File: src/design/afla_pkg.sv
// Shared constants and types for the averaged frequency load adjuster.
package afla_pkg;

   // Table geometry and field widths.
   localparam int NUM_GENERATORS   = 16;
   localparam int SPEED_WIDTH      = 24;
   localparam int GEN_INDEX_WIDTH  = 4;
   localparam int TABLE_ADDR_WIDTH = $clog2(NUM_GENERATORS);
   localparam int GAIN_WIDTH       = 24;
   localparam int LIMIT_WIDTH      = 17;
   localparam int ADJ_WIDTH        = 18;

   // Datapath widths derived from the table geometry.
   localparam int SUM_WIDTH     = SPEED_WIDTH + TABLE_ADDR_WIDTH;
   localparam int COUNT_WIDTH   = $clog2(NUM_GENERATORS + 1);
   localparam int AVG_WIDTH     = SPEED_WIDTH + 1;
   localparam int PROD_WIDTH    = AVG_WIDTH + GAIN_WIDTH + 1;
   localparam int FRAC_BITS     = 16;
   localparam int SHIFT_WIDTH   = PROD_WIDTH - FRAC_BITS;
   localparam int DIV_STEPS     = SUM_WIDTH;
   localparam int DIV_CNT_WIDTH = $clog2(DIV_STEPS);

   // Configuration port.
   localparam int CSR_INDEX_WIDTH = 1;
   localparam int CSR_DATA_WIDTH  = 24;
   localparam logic [CSR_INDEX_WIDTH-1:0] CSR_GAIN_SCALE   = 1'b0;
   localparam logic [CSR_INDEX_WIDTH-1:0] CSR_ADJUST_LIMIT = 1'b1;
   localparam logic [GAIN_WIDTH-1:0]      GAIN_RESET       = 24'd65536;
   localparam logic [LIMIT_WIDTH-1:0]     LIMIT_RESET      = 17'd19661;

   // Request to the divider: launch with dividend and divisor.
   typedef struct packed {
      logic                   launch;
      logic [SUM_WIDTH-1:0]   dividend;
      logic [COUNT_WIDTH-1:0] divisor;
   } div_req_type;

   // Status from the divider: busy while iterating, done for one cycle.
   typedef struct packed {
      logic                 busy;
      logic                 done;
      logic [SUM_WIDTH-1:0] quotient;
   } div_rsp_type;

endpackage

File: src/design/afla_speed_mem.sv
// Speed table memory: one write port, one registered read port.
module afla_speed_mem (
   input  logic                                  clock,
   input  logic                                  wr_en,
   input  logic [afla_pkg::TABLE_ADDR_WIDTH-1:0] wr_addr,
   input  logic [afla_pkg::SPEED_WIDTH-1:0]      wr_data,
   input  logic                                  rd_en,
   input  logic [afla_pkg::TABLE_ADDR_WIDTH-1:0] rd_addr,
   output logic [afla_pkg::SPEED_WIDTH-1:0]      rd_data
);
   import afla_pkg::*;

   logic [SPEED_WIDTH-1:0] mem [NUM_GENERATORS];
   logic [SPEED_WIDTH-1:0] rd_data_ff;

   // Write port.
   always_ff @(posedge clock) begin
      if (wr_en) begin
         mem[wr_addr] <= wr_data;
      end
   end

   // Registered read port, enabled by rd_en.
   always_ff @(posedge clock) begin
      if (rd_en) begin
         rd_data_ff <= mem[rd_addr];
      end
   end

   assign rd_data = rd_data_ff;

endmodule

File: config.mk
export PLATFORM = sky130hd
export DESIGN_NAME = afla_speed_mem
export DESIGN_NICKNAME = d
export VERILOG_FILES = /design/src/design/afla_pkg.sv /design/src/design/afla_speed_mem.sv
export SDC_FILE = /design/constraint.sdc
export NUM_CORES = 1
export LEC_CHECK = 0
export BUFFER_PORTS_ARGS = -buffer_cell sky130_fd_sc_hd__clkbuf_2
export CAP_MARGIN = 20
export CORE_ASPECT_RATIO = 1.75
export CORE_UTILIZATION = 35
export CTS_CLUSTER_SIZE = 14
export DETAILED_ROUTE_END_ITERATION = 8
export PLACE_DENSITY = 0.48
export SLEW_MARGIN = 5
export SYNTH_ARGS = -nofsm -noshare
export SYNTH_HDL_FRONTEND = slang
export SYNTH_SLANG_ARGS = --single-unit
export TNS_END_PERCENT = 30
File: constraint.sdc
create_clock -name clock -period 4.02 [get_ports clock]
set_input_delay 1.005 -clock clock [delete_from_list [all_inputs] [get_ports clock]]
set_output_delay 1.005 -clock clock [all_outputs]
set_load 0.005 [all_outputs]
==> results.tsv, run 1 <==
stage	metric	value	unit
run_status	outcome	complete, no violations	
drt	Routed WL	35.1	mm
cts	Skew-Pair Late Insertion Delay	0.54	ns
layout	highest-count cells in the layout ignoring fill and taps	408 x edfxtp_1, 96 x mux4_2, 56 x clkbuf_2, 48 x a22oi_1, 38 x clkbuf_16	
drt	detailed router's first-iteration violation count	454	
placed_design	post-DP HPWL	20.6	mm
layout	Final Core Density	0.411	
job	# Max-Cap Violations	0	
drt	DR vias/cell	5.24	
critical_path	critical path launch point type	primary input	
timing	Tcrit/Tclk final	0.632	
pwr	Leak	5.56	nW
global_routing	gr ovfl total	0	
global_routing	largest net degree at the start of global routing	45	
timing	Fin Setup TNS	0	ns
cts	hold buffers post-CTS	0	
timing	normalized max-slew margin	0.318	
critical_path	CP required	4.29	ns
die	placement row count	100	
drt	DRC viols	0	
synthesis	synthesized area per cell	23.9	um^2
critical_path	Slowest Stage Delay on Critical Path	0.54	ns
synthesis	Synth Register Bits	408	
drt	first-pass iteration count of the detailed router	4	
pwr	Tot Pwr	8.71	mW
timing	Setup Skew	0.0177	ns
die	Die Span Y	277	um
synthesis	register area share after synthesis	0.808	
layout	Final #Nets	770	
critical_path	CP max FO	32	
timing	Final setup viols	0	
timing	max-slew violations	0	
cts	PostCTS Resize Cnt	0	
layout	share of layout cells above drive strength 1	0.338	
die	chip width	159	um
synthesis	Synth Net Count	671	
layout	fillcell total	3663	
layout	commonest non-fill, non-tap cell in the layout	edfxtp_1	
cts	Clock Tree Root	clkbuf_16	
cts	H-tree depth	2	
placed_design	GP Congestion	0.704	
synthesis	Post-Syn Area	15200	um^2
synthesis	Cells after Synth	636	
layout	Area growth syn-to-layout	15.6	%
synthesis	Cell variety after synth	15	
cts	clk buf depth	3	
critical_path	Worst setup EP type	flip-flop	
timing	Final Hold Viols	0	
global_routing	initial antenna violation count	1	
pwr	Peak VDD IR	0.000244	V
layout	# diodes	0	
timing	Max Freq	0.394	GHz
cts	clk sinks	408	
global_routing	GRT Overall Usage	0.163	
synthesis	Yosys Warn Count	0	
global_routing	number of global-route vias before repair	7668	
critical_path	CP cell instances	buf_6, buf_4, mux4_2, a22oi_1, nand2_1	
drt	Post-DRT Antenna Nets	0	
cts	post-CTS setup buffer count	0	
placed_design	IO buf count	58	
critical_path	CP arrival	2.81	ns
timing	RSZ-0062 raised after global routing	false	
critical_path	CP Class	in -> reg	
cts	Reg clk slew, reported paths	0.07	ns
timing	worst slew pin tran	1.02	ns
die	I/O pins	59	
worst_hold_path	min-delay worst type	reg -> reg	
die	Core ar.	42700	um^2
pwr	Power per Cell Area	497	nW/um^2
cts	CTS tree	done	
drt	drt wl/cell	26.6	um
drt	vias	6922	
die	Starting Density	0.356	
die	die area	44200	um^2
global_routing	first-pass GRT wire length	51.6	mm
cts	Num CTS Buffers	38	
timing	minimum clock period	2.54	ns
critical_path	CP max-delay cell	mux4_2	
==> layout make-up <==
| cell class | count | area (um^2) | area share |
|---|---|---|---|
| flip-flops and latches | 408 | 12300 | 0.699 |
| multi-input cells | 195 | 2800 | 0.160 |
| clock buffers | 48 | 988 | 0.0564 |
| well taps | 561 | 702 | 0.0400 |
| repair buffers | 92 | 617 | 0.0352 |
| clock inverters | 17 | 178 | 0.0101 |
==> sequential cells by signal, indices dropped and copies added, names as in the netlist <==
register,cells
rd_data,24
mem,384
==> cell usage after synthesis (all sizes together) <==
library cell	number	area, um^2
nor3	4	20.0
a22oi	48	360
nor2b	2	12.5
or3b	1	8.76
nand3b	2	15.0
nor2	13	48.8
clkbuf	18	67.6
edfxtp	408	12300
buf	15	106
nand2b	2	12.5
and2	1	6.26
nand2	25	93.8
mux4	96	2160
nand3	1	5.00
==> metal layers <==
layer  GRT usage  vias up  share of wire
met4      0.0676        2          0.037
met2       0.298      171           0.54
met5           0        -        0.00029
li1            -     2914              -
met3      0.0251       65          0.039
met1       0.188     3770           0.38
==> worst max-delay path: cells and delay by family <==
family	cells	cell delay, ns
simple gates	1	0.11
mux	1	0.54
compound gates	1	0.34
buf+inv	2	0.78
==> through the flow <==
| step | instance area, um^2 | setup slack, ns | hold slack (ns) | cells |
|---|---|---|---|---|
| 2_1_floorplan | 15200 | 0.398 | 0.710 | 636 |
| 3_3_place_gp | 16400 | 0.888 | 0.732 | 1256 |
| 3_5_place_dp | 16400 | 0.827 | 0.742 | 1256 |
| 4_1_cts | 17500 | 1.40 | 0.757 | 1321 |
| 5_1_grt | 17500 | 1.32 | 0.775 | 1321 |
| 6_report | 17500 | 1.48 | 0.756 | 1321 |
==> report_power, final <==
group / total (mW) / switching (mW) / internal [mW]
Clock: 3.47 / 1.53 / 1.94
Sequential: 4.82 / 0.0272 / 4.79
Combinational: 0.423 / 0.254 / 0.169
==> path summary, 6_finish.rpt <==
| path | from | to | slack [ns] | cells after the start |
|---|---|---|---|---|
| setup / recovery | rd_addr[0] | rd_data[16]$_DFFE_PP_ | 1.48 | 5 |
| hold / removal | mem[15][15]$_DFFE_PP_ | rd_data[15]$_DFFE_PP_ | 0.76 | 3 |
| setup reg to reg | mem[3][13]$_DFFE_PP_ | rd_data[13]$_DFFE_PP_ | 2.27 | 3 |
| hold reg to reg | mem[15][15]$_DFFE_PP_ | rd_data[15]$_DFFE_PP_ | 0.76 | 3 |
==> logic make-up after synthesis <==
logic type | synth area share
flops | 0.808
mux | 0.143
simple gates | 0.0147
compound gates | 0.0238
buf+inv | 0.0115
No activity file was read; power rests on OpenSTA's default activity.
==> inputs of run 2 (changes only) <==
==> constraint.sdc (replaced) <==
create_clock -name clock -period 2.5 [get_ports clock]
set_input_delay 0.625 -clock clock [delete_from_list [all_inputs] [get_ports clock]]
set_output_delay 0.625 -clock clock [all_outputs]
set_load 0.005 [all_outputs]
==> results.tsv, run 2 (synthesized netlist as in run 1, its figures left out) <==
stage	metric	value	unit	change
run_status	outcome	complete, no violations		
timing	normalized max-slew margin	0.653		+0.335
layout	Area growth syn-to-layout	16.0	%	
cts	PostCTS Resize Cnt	0		unchanged
timing	worst slew pin tran	0.520	ns	-0.503 ns
global_routing	largest net degree at the start of global routing	41		-8.9%
timing	RSZ-0062 raised after global routing	false		
critical_path	worst reg2reg path endpoint	rd_data[22]$_DFFE_PP_		
worst_hold_path	hold path depth	1		-2
layout	share of layout cells above drive strength 1	0.327		-0.0110
layout	commonest non-fill, non-tap cell in the layout	edfxtp_1		
cts	Skew-Pair Late Insertion Delay	0.52	ns	-0.02 ns
critical_path	CP arrival	1.10	ns	-1.71 ns
timing	Final Hold Viols	0		unchanged
layout	Final #Nets	767		-0.39%
critical_path	Slowest Stage Delay on Critical Path	0.44	ns	-0.10 ns
drt	drt wl/cell	26.5	um	-0.22%
pwr	Power per Cell Area	772	nW/um^2	+55%
worst_hold_path	min-delay src	wr_data[11]		
placed_design	post-DP HPWL	18.4	mm	-11%
layout	highest-count cells in the layout ignoring fill and taps	408 x edfxtp_1, 96 x mux4_2, 56 x clkbuf_2, 48 x a22oi_1, 37 x clkbuf_16		
placed_design	Placed Cells	1254		-0.16%
critical_path	critical path launch point type	flip-flop		
drt	Post-DRT Antenna Nets	0		unchanged
critical_path	CP cell instances	clkbuf_2		
drt	detailed router's first-iteration violation count	421		-7.3%
drt	first-pass iteration count of the detailed router	5		+1
critical_path	worst path bufs/invs	1		-1
timing	Fin Setup TNS	0	ns	unchanged
cts	H-tree depth	2		unchanged
timing	Tcrit/Tclk final	0.691		
critical_path	CP max FO	1		-97%
critical_path	RR Startpoint	mem[3][22]$_DFFE_PP_		
critical_path	reg-to-reg slack, setup	1.09	ns	-1.18 ns
drt	vias	6782		-2.0%
critical_path	CP Class	reg -> out		
die	die area	44200	um^2	unchanged
critical_path	Worst setup EP type	primary output		
cts	CTS tree	done		
drt	DR vias/cell	5.15		-1.7%
timing	minimum clock period	1.73	ns	
timing	Max Freq	0.579	GHz	
die	I/O pins	59		unchanged
critical_path	R2R depth	3		unchanged
pwr	Tot Pwr	13.6	mW	+56%
worst_hold_path	min-delay worst type	in -> reg		
cts	post-CTS setup buffer count	0		unchanged
drt	DRC viols	0		unchanged
timing	Final setup viols	0		unchanged
die	Die Span Y	277	um	unchanged
pwr	Leak	5.55	nW	-0.25%
global_routing	initial antenna violation count	1		unchanged
timing	max-slew violations	0		unchanged
layout	post-route insts no fill	1316		-0.38%
drt	Routed WL	34.9	mm	-0.60%
timing	Setup Skew	0.0152	ns	-0.00249 ns
placed_design	placed cell area	16600	um^2	+1.1%
critical_path	Worst path depth	1		-4
cts	Reg clk slew, reported paths	0.06	ns	about the same
layout	Largest Register	mem		
global_routing	first-pass GRT wire length	51.0	mm	-1.2%
die	chip width	159	um	unchanged
timing	worst hold margin	0.501	ns	-0.256 ns
global_routing	GRT Overall Usage	0.162		-0.000573
job	# Max-Cap Violations	0		unchanged
cts	Num CTS Buffers	37		-2.6%
worst_hold_path	WHS Endpoint	mem[12][11]$_DFFE_PP_		
cts	clk buf depth	3		unchanged
layout	max reg flops	384		unchanged
placed_design	GP Congestion	0.682		-3.1%
global_routing	number of global-route vias before repair	7644		-0.31%
layout	# diodes	0		unchanged
layout	fin area	17600	um^2	+0.36%
critical_path	CP required	1.88	ns	-2.41 ns
pwr	Peak VDD IR	0.000345	V	+42%
cts	Clock Tree Root	clkbuf_16		
critical_path	CP max-delay cell	edfxtp_1		
cts	hold buffers post-CTS	0		unchanged
placed_design	IO buf count	58		unchanged
cts	clk sinks	408		unchanged
global_routing	gr ovfl total	0		unchanged
die	Core ar.	42700	um^2	unchanged
critical_path	Top delay family on crit path	flip-flops		
die	Starting Density	0.356		unchanged
die	placement row count	100		unchanged
[run 2: changes by cell type in the layout (fill, tap and decap cells not counted), sizes merged]
| cell | delta |
|---|---|
| buf | -2 |
| bufinv | -2 |
| clkbuf | +4 |
| clkinv | -2 |
| clkinvlp | -1 |
| inv | -2 |
[run 2: worst max path at each step]
stage | from | slack [ns] | to
2_1_floorplan | wr_en | -0.36 | mem[12][0]$_DFFE_PP_
3_3_place_gp | rd_addr[0] | 0.25 | rd_data[20]$_DFFE_PP_
3_5_place_dp | rd_addr[0] | 0.23 | rd_data[20]$_DFFE_PP_
4_1_cts | rd_data[0]$_DFFE_PP_ | 0.71 | rd_data[0]
5_1_grt | rd_addr[0] | 0.71 | rd_data[20]$_DFFE_PP_
6_report | rd_data[0]$_DFFE_PP_ | 0.77 | rd_data[0]
[run 2: where the power goes]
group	leakage, nW	internal, mW	switching [mW]	total, mW
registers	3.71	7.70	0.0453	7.75
clock network	0.509	2.83	2.32	5.15
logic	1.33	0.291	0.392	0.683
[run 2: layer usage]
metal,GRT usage,share of wire,vias up
met4,0.0491,0.023,2
li1,-,-,2900
met3,0.0224,0.037,50
met1,0.191,0.39,3675
met5,0,0.00026,-
met2,0.304,0.55,155
[run 2: per-stage QoR]
stage | utilization | setup slack (ns)
finish | 0.413 | 0.773
global placement | 0.388 | 0.251
floorplan | - | -0.364
global route | 0.413 | 0.709
CTS | 0.413 | 0.710
detailed placement | 0.388 | 0.233
[run 2: area by class of cell]
cell class                      instances  area (um^2)
Clock inverter                         10         67.6
Timing Repair Buffer                   90          777
Fill cell                            3659        25100
Tap cell                              561          702
Clock buffer                           52          982
Multi-Input combinational cell        195         2820
Sequential cell                       408        12300
