**src/design/afla_pkg.sv**
```systemverilog
// Shared constants and types for the averaged frequency load adjuster.
package afla_pkg;

   // Table geometry and field widths.
   localparam int NUM_GENERATORS   = 16;
   localparam int SPEED_WIDTH      = 24;
   localparam int GEN_INDEX_WIDTH  = 4;
   localparam int TABLE_ADDR_WIDTH = $clog2(NUM_GENERATORS);
   localparam int GAIN_WIDTH       = 24;
   localparam int LIMIT_WIDTH      = 17;
   localparam int ADJ_WIDTH        = 18;

   // Datapath widths derived from the table geometry.
   localparam int SUM_WIDTH     = SPEED_WIDTH + TABLE_ADDR_WIDTH;
   localparam int COUNT_WIDTH   = $clog2(NUM_GENERATORS + 1);
   localparam int AVG_WIDTH     = SPEED_WIDTH + 1;
   localparam int PROD_WIDTH    = AVG_WIDTH + GAIN_WIDTH + 1;
   localparam int FRAC_BITS     = 16;
   localparam int SHIFT_WIDTH   = PROD_WIDTH - FRAC_BITS;
   localparam int DIV_STEPS     = SUM_WIDTH;
   localparam int DIV_CNT_WIDTH = $clog2(DIV_STEPS);

   // Configuration port.
   localparam int CSR_INDEX_WIDTH = 1;
   localparam int CSR_DATA_WIDTH  = 24;
   localparam logic [CSR_INDEX_WIDTH-1:0] CSR_GAIN_SCALE   = 1'b0;
   localparam logic [CSR_INDEX_WIDTH-1:0] CSR_ADJUST_LIMIT = 1'b1;
   localparam logic [GAIN_WIDTH-1:0]      GAIN_RESET       = 24'd65536;
   localparam logic [LIMIT_WIDTH-1:0]     LIMIT_RESET      = 17'd19661;

   // Request to the divider: launch with dividend and divisor.
   typedef struct packed {
      logic                   launch;
      logic [SUM_WIDTH-1:0]   dividend;
      logic [COUNT_WIDTH-1:0] divisor;
   } div_req_type;

   // Status from the divider: busy while iterating, done for one cycle.
   typedef struct packed {
      logic                 busy;
      logic                 done;
      logic [SUM_WIDTH-1:0] quotient;
   } div_rsp_type;

endpackage

```
**src/design/afla_divider.sv**
```systemverilog
// Iterative restoring divider: one quotient bit per cycle.
module afla_divider (
   input  logic                  clock,
   input  logic                  reset,
   input  afla_pkg::div_req_type div_req,
   output afla_pkg::div_rsp_type div_rsp
);
   import afla_pkg::*;

   logic                     busy_ff, busy_in;
   logic                     done_ff, done_in;
   logic [DIV_CNT_WIDTH-1:0] step_ff, step_in;
   logic [COUNT_WIDTH-1:0]   rem_ff, rem_in;
   logic [SUM_WIDTH-1:0]     quo_ff, quo_in;
   logic [COUNT_WIDTH-1:0]   divisor_ff, divisor_in;
   logic [COUNT_WIDTH:0]     trial;
   logic                     fits;

   // One step: shift in the next dividend bit and try to subtract.
   always_comb begin
      trial      = {rem_ff, quo_ff[SUM_WIDTH-1]};
      fits       = (trial >= {1'b0, divisor_ff});
      busy_in    = busy_ff;
      done_in    = 1'b0;
      step_in    = step_ff;
      rem_in     = rem_ff;
      quo_in     = quo_ff;
      divisor_in = divisor_ff;
      if (div_req.launch && !busy_ff) begin
         busy_in    = 1'b1;
         step_in    = DIV_CNT_WIDTH'(DIV_STEPS - 1);
         rem_in     = '0;
         quo_in     = div_req.dividend;
         divisor_in = div_req.divisor;
      end else if (busy_ff) begin
         rem_in = fits ? COUNT_WIDTH'(trial - {1'b0, divisor_ff}) : trial[COUNT_WIDTH-1:0];
         quo_in = {quo_ff[SUM_WIDTH-2:0], fits};
         if (step_ff == '0) begin
            busy_in = 1'b0;
            done_in = 1'b1;
         end else begin
            step_in = step_ff - 1'b1;
         end
      end
   end

   // Control state.
   always_ff @(posedge clock) begin
      if (reset) begin
         busy_ff <= 1'b0;
         done_ff <= 1'b0;
      end else begin
         busy_ff <= busy_in;
         done_ff <= done_in;
      end
   end

   // Datapath registers.
   always_ff @(posedge clock) begin
      step_ff    <= step_in;
      rem_ff     <= rem_in;
      quo_ff     <= quo_in;
      divisor_ff <= divisor_in;
   end

   assign div_rsp.busy     = busy_ff;
   assign div_rsp.done     = done_ff;
   assign div_rsp.quotient = quo_ff;

endmodule
```
**config.mk**
```make
export PLATFORM = sky130hd
export DESIGN_NAME = afla_divider
export DESIGN_NICKNAME = d
export VERILOG_FILES = /design/src/design/afla_pkg.sv /design/src/design/afla_divider.sv
export SDC_FILE = /design/constraint.sdc
export NUM_CORES = 1
export LEC_CHECK = 0
export BUFFER_PORTS_ARGS = -buffer_cell sky130_fd_sc_hd__buf_2
export CORE_AREA = 2 2 76 78
export CTS_CLUSTER_SIZE = 20
export DETAILED_ROUTE_END_ITERATION = 7
export DIE_AREA = 0 0 78 80
export GPL_TIMING_DRIVEN = 1
export PLACE_DENSITY_LB_ADDON = 0.15
export SLEW_MARGIN = 10
export SYNTH_ARGS = -nofsm -noshare
export SYNTH_HDL_FRONTEND = slang
export SYNTH_SLANG_ARGS = --single-unit
```
**constraint.sdc**
```tcl
create_clock -name clock -period 4.9 [get_ports clock]
set_input_delay 1.47 -clock clock [delete_from_list [all_inputs] [get_ports clock]]
set_output_delay 1.47 -clock clock [all_outputs]
set_load 0.01 [all_outputs]
```
==> results.toml, run 1 <==
[clocking]
ctsHoldBuffers = 0
clock-sinks = 45
cts_post_setup_buffers_inserted = 0
cts_tree = "done"
post_cts_resized = 0
cts_buffers = 5
insertion_delay_ps = 290
cts_max_level = 2
clockRootBuffer = "clkbuf_8"
clkTransAtPathRegs_ps = 80
clk_path_buf_depth = 2

[yosys]
yosysWarnings = 0
synth_edf_count = 33
synth_nets = 257
yosys.area.top_type_share = 0.471
ys_ff_latch = 45
syn_area_per_cell_um2 = 9.88
synth_largest_area_cell = "edfxtp_1"
synth_cell_type_count = 36
ys_async_sr_fraction = 0
synthCells = 213
syn_area_um2 = 2100
synthTopCellsByArea = "edfxtp_1 (47%), nand2_1 (16%), dfxtp_1 (11%)"
synthFlopType = "edfxtp_1"
seq_area_frac_synth = 0.585

[worst_setup_path]
worstReg2RegEnd = "quo_ff[21]"
critPathMaxStageDelay_ps = 800
critPathKind = "in -> reg"
cp_num_cells = 6
critPathMaxFanout = 33
cp_common_cell = "nand2_1"
crit_required_ps = 5070
ff2ff_setup_slack_ps = 2540
rr_startpoint = "busy_ff"
critPathCaptureType = "register"
cp-start-kind = "primary input"
arrival_ps = 2990
crit_end = "quo_ff[21]"
path_cells = "buf_2 > nand2b_1 > buf_4 > inv_1 > nand2_1 > nand2_1"
critical_path.top_delay_family = "buffers and inverters"
critPathLaunch = "div_req[33]"
critPathSlowestCell = "inv_1"
reg2reg_depth = 5
path_buf_inv = 3

[placed_design]
gp_congestion = 0.736
pre_cts_slack_ps = 1750
dp_hpwl_um = 3010
io_buffers = 65

[routing]
ant_nets = 0
first_iter_violations = 126
via_count = 1605
wire_per_inst_um = 12.4
via_per_inst = 4.60
drc = 0
drt-total-wl_um = 4320
dr.pass1.iters = 4

[sta]
finalCritPeriodShare = 0.576
fin_tns_setup_ps = 0
setup_violations = 0
hold_viol = 0
fin_crit_ps = 2820
drv_slew = 0
setup_ws_ps = 2080
hold_ws_ps = 479
rsz0062_at_grt = "no"
fin_skew_ps = 1.98
fmax_mhz = 354
slew-limit-headroom = 0.299
tightest_slew_ps = 1050

[global_routing]
grt_usage = 0.146
grt_pass1_vias = 1536
grt_max_degree = 34
grt_pass1_wl_um = 7020
antenna_found_initial = 0
globalRouteOverflowTotal = 0

[floorplan]
die_w_um = 78
initial_core_util = 0.389
die-area_um2 = 6240
num_rows = 27
die_h_um = 80
coreArea_um2 = 5410
ios = 66

[power]
combPwrFrac = 0.250
swShare = 0.287
seqPwrFrac = 0.482
p_sw_mw = 0.309
intPower_mw = 0.767
power_density_nw_per_um2 = 414
ir_drop_uv = 143
p_leak_nw = 1.26
clkPwrFrac = 0.268

[job]
max-cap-violations = 0

[hold_path]
holdCritPathClass = "reg -> reg"

[finish]
layout_commonest_cell = "nand2_1"
syn_to_final_growth_pct = 23.4
final_nets = 320
drive_gt1_frac = 0.282
layout_common_cells = "nand2_1 (90), buf_2 (65), edfxtp_1 (33)"
post-route-util = 0.480
diodes = 0

[outcome]
status = "finished clean"
==> power by group through the flow <==
| stage | logic (mW) | registers, mW | clock network (mW) |
|---|---|---|---|
| floorplan | 0.177 | 0.532 | 0 |
| global placement | 0.271 | 0.529 | 0 |
| detailed placement | 0.272 | 0.526 | 0 |
| CTS | 0.273 | 0.519 | 0.299 |
| global route | 0.306 | 0.527 | 0.309 |
| finish | 0.269 | 0.518 | 0.289 |
==> flip-flops by register name (all words and copies together), names as in the netlist <==
signal	flops
step_ff	5
rem_ff	5
divisor_ff	5
busy_ff	1
quo_ff	28
done_ff	1
==> cell families after synthesis <==
logic type	Yosys count	share of synthesized area
XOR/XNOR	5	0.0208
adder cells (fa/ha/maj)	8	0.0511
flip-flops	45	0.585
multiplexers	2	0.0101
buffers and inverters	23	0.0476
AND/OR/NAND/NOR	116	0.232
AO/OA/AOI/OAI	14	0.0535
==> worst min path at each step <==
stage          depth (start not counted)   endpoint       from
6_report                               1  rem_ff[4]  rem_ff[4]
5_1_grt                                1  rem_ff[4]  rem_ff[4]
4_1_cts                                1  rem_ff[4]  rem_ff[4]
3_5_place_dp                           1  rem_ff[4]  rem_ff[4]
3_3_place_gp                           1  rem_ff[4]  rem_ff[4]
2_1_floorplan                          1  rem_ff[4]  rem_ff[4]
==> metrics by stage <==
stage / instance area [um^2] / total power [mW] / std cells
2_1_floorplan: 2100 / 0.709 / 213
3_5_place_dp: 2480 / 0.798 / 341
3_3_place_gp: 2480 / 0.800 / 341
6_report: 2600 / 1.08 / 349
4_1_cts: 2600 / 1.09 / 349
5_1_grt: 2600 / 1.14 / 349
==> synth_stat cells (3+ instances only) <==
cell      count
buf_2         5
clkbuf_1      3
dfxtp_1      12
edfxtp_1     33
ha_1          7
inv_1        12
nand2_1      90
nand3_1       3
nor2_1        7
nor3_1        4
or3_1         3
xor2_1        3
==> cell type report <==
cell class,instances,area (um^2)
clock buffers,7,86.3
clock inverters,1,30.0
inverters,12,45.0
fillers,558,2810
multi-input cells,145,773
repair buffers,67,340
flip-flops and latches,45,1230
well taps,72,90.1
==> per-layer routing <==
metal	global-route usage	routed length, um	vias up
met5	0	0	-
met4	0.0579	67	0
met3	0.0430	310	7
met2	0.224	1860	48
met1	0.194	2090	718
li1	-	-	832
Note: power is estimated with default switching activity, not from simulation.
==> inputs of run 2 (changes only) <==
--- a/config.mk
+++ b/config.mk
@@ -5,11 +5,12 @@
 export SDC_FILE = /design/constraint.sdc
 export NUM_CORES = 1
 export LEC_CHECK = 0
+export ABC_AREA = 1
 export BUFFER_PORTS_ARGS = -buffer_cell sky130_fd_sc_hd__buf_2
-export CORE_AREA = 2 2 76 78
+export CORE_AREA = 2 2 77 79
 export CTS_CLUSTER_SIZE = 20
 export DETAILED_ROUTE_END_ITERATION = 7
-export DIE_AREA = 0 0 78 80
+export DIE_AREA = 0 0 79 81
 export GPL_TIMING_DRIVEN = 1
 export PLACE_DENSITY_LB_ADDON = 0.15
 export SLEW_MARGIN = 10
==> constraint.sdc (replaced) <==
create_clock -name clock -period 2.46 [get_ports clock]
set_input_delay 0.738 -clock clock [delete_from_list [all_inputs] [get_ports clock]]
set_output_delay 0.738 -clock clock [all_outputs]
set_load 0.01 [all_outputs]
==> run 2 against run 1 <==
Compared with the run above:
- clock skew is 8.6 ps higher
- global-route usage grew 0.83 points
- highest routed layer unchanged
- first-iteration DRC count shrank 37%
- wire length is 8.2% higher
- combinational power grew 140%
==> results.toml, run 2 <==
[finish]
regMostFlops = "quo_ff"
diodes = 0
final_nets = 347
layout.cells.non_filler = 379
n_fill_cell = 575
largest_reg_flops = 28
drive_gt1_frac = 0.273
layout_common_cells = "nand2_1 (108), buf_2 (65), edfxtp_1 (33)"
syn_to_final_growth_pct = 22.0
layout_commonest_cell = "nand2_1"

[sta]
tightest_slew_ps = 535
finalCritPeriodShare = 0.727
setup_violations = 0
fmax_mhz = 559
fin_tns_setup_ps = 0
drv_slew = 0
slew-limit-headroom = 0.643
fin_skew_ps = 10.6
rsz0062_at_grt = "no"
setup_ws_ps = 673
fin_crit_ps = 1790
hold_viol = 0

[yosys]
yosysWarnings = 0
synthTopCellsByArea = "edfxtp_1 (46%), nand2_1 (19%), dfxtp_1 (11%)"
synth_cell_type_count = 29
yosys-top-cells-count = "nand2_1 (108), edfxtp_1 (33), inv_1 (21)"
synthFlopType = "edfxtp_1"
synth_edf_count = 33
ys_ff_latch = 45
synth_largest_area_cell = "edfxtp_1"
synth_nets = 280
syn_area_um2 = 2150
synth_most_common_cell = "nand2_1"
yosys.area.top_type_share = 0.461
seq_area_frac_synth = 0.572
syn_area_per_cell_um2 = 9.11
ys_async_sr_fraction = 0
synthCells = 236

[global_routing]
met2_usage = 0.249
grt_max_degree = 33
antenna_found_initial = 0
grt_pass1_wl_um = 7510
grt_usage = 0.154
globalRouteOverflowTotal = 0
grt_busiest_layer = "met2"
met1_usage = 0.198
use_met3 = 0.0444
grt_pass1_vias = 1602

[floorplan]
die_h_um = 81
num_rows = 28
ios = 66
coreArea_um2 = 5680
die_w_um = 79
die-area_um2 = 6400
initial_core_util = 0.379

[power]
seqPwrFrac = 0.491
combPwrFrac = 0.304
p_leak_nw = 1.33
ir_drop_uv = 321
clkPwrFrac = 0.205
power_density_nw_per_um2 = 811
intPower_mw = 1.43
swShare = 0.330
p_sw_mw = 0.702

[placed_design]
pre_cts_slack_ps = 603
dp_hpwl_um = 3400
gp_congestion = 0.730
io_buffers = 65
dp.cells = 371

[clocking]
ctsHoldBuffers = 0
cts_post_setup_buffers_inserted = 0
insertion_delay_ps = 290
clkTransAtPathRegs_ps = 80
cts_max_level = 2
clock-sinks = 45
cts_tree = "done"
clk_path_buf_depth = 2
cts_buffers = 5
post_cts_resized = 0
clockRootBuffer = "clkbuf_8"

[worst_setup_path]
critPathKind = "reg -> reg"
crit_required_ps = 2480
worstReg2RegEnd = "quo_ff[0]"
reg2reg_depth = 8
arrival_ps = 1810
rr_startpoint = "quo_ff[27]"
path_buf_inv = 2
critPathSlowestCell = "fa_1"
cp-start-kind = "register"
path_cells = "inv_1 > ha_1 > inv_1 > fa_1 > nand2_1 > nand2_1 > nand3_4 > a31oi_1"
critPathCaptureType = "register"
critPathMaxStageDelay_ps = 420
critPathMaxFanout = 8
ff2ff_setup_slack_ps = 670
critical_path.top_delay_family = "adder cells"

[routing]
via_per_inst = 4.53
wire_per_inst_um = 12.3
ant_nets = 0
drt-total-wl_um = 4680
first_iter_violations = 80
dr.pass1.iters = 4
drc = 0
via_count = 1717

[outcome]
status = "finished clean"

[job]
max-cap-violations = 0

[hold_path]
hold_depth = 2
hold_start = "rem_ff[4]"
holdCritPathClass = "reg -> reg"
worst_hold_path.endpoint = "rem_ff[4]"
## run 2: cell types whose count changed after synthesis, sizes merged, moves of 3 or more
cell | before | now
nand2 | 90 | 110
nand3 | 3 | 16
inv | 12 | 22
clkbuf | 3 | 0
nor3 | 4 | 1
or3 | 3 | 0
## run 2: worst max-delay path by stage
stage	from	endpoint	depth (start not counted)
2_1_floorplan	div_req[33]	quo_ff[0]	2
3_3_place_gp	div_req[33]	quo_ff[12]	4
5_1_grt	quo_ff[27]	rem_ff[4]	10
4_1_cts	quo_ff[27]	quo_ff[0]	8
3_5_place_dp	div_req[33]	quo_ff[21]	4
6_report	quo_ff[27]	quo_ff[0]	8
## run 2: worst register-to-register path: stages (launching register included)
cell      delay, ps
edfxtp_1        390
inv_1            90
ha_1            140
inv_1            60
fa_1            420
nand2_1          90
nand2_1         100
nand3_4         140
a31oi_1         100
## run 2: power by group through the flow
stage	clock network (mW)	logic, mW	registers, mW
finish	0.436	0.648	1.05
global route	0.484	0.751	1.07
CTS	0.456	0.657	1.05
detailed placement	0	0.653	1.06
global placement	0	0.639	1.06
floorplan	0	0.440	1.08
## run 2: through the flow
step	area (um^2)	utilization	power, mW	hold WS [ps]
after floorplan	2150	-	1.52	428
after global placement	2540	0.448	1.70	471
after detailed placement	2540	0.448	1.71	460
after CTS	2630	0.463	2.16	471
after global routing	2630	0.463	2.30	518
final	2630	0.463	2.13	463
## run 2: kinds of logic after synthesis
family                     count (synthesis)  synth area share
xor gates and xnor gates                   2           0.00815
adders and majority gates                  8            0.0500
and+or+nand+nor                          140             0.280
DFF                                       45             0.572
AOI/OAI and AO/OA                         10            0.0250
buffers and inverters                     31            0.0646
## run 2: area by class of cell
| class | count | area (um^2) | share of cell area |
|---|---|---|---|
| clock buffer | 7 | 76.3 | 0.0291 |
| clock inverter | 1 | 5.00 | 0.00191 |
| sequential | 45 | 1230 | 0.469 |
| tap | 75 | 93.8 | 0.0357 |
| inverter | 22 | 82.6 | 0.0315 |
| timing repair buffer | 69 | 355 | 0.135 |
| multi-input combinational | 160 | 781 | 0.297 |
## run 2: metal layers
metal	vias up	wire, um	share of wire
li1	883	-	-
met1	776	2080	0.44
met2	51	2230	0.48
met3	7	292	0.062
met4	0	71	0.015
met5	-	0	0
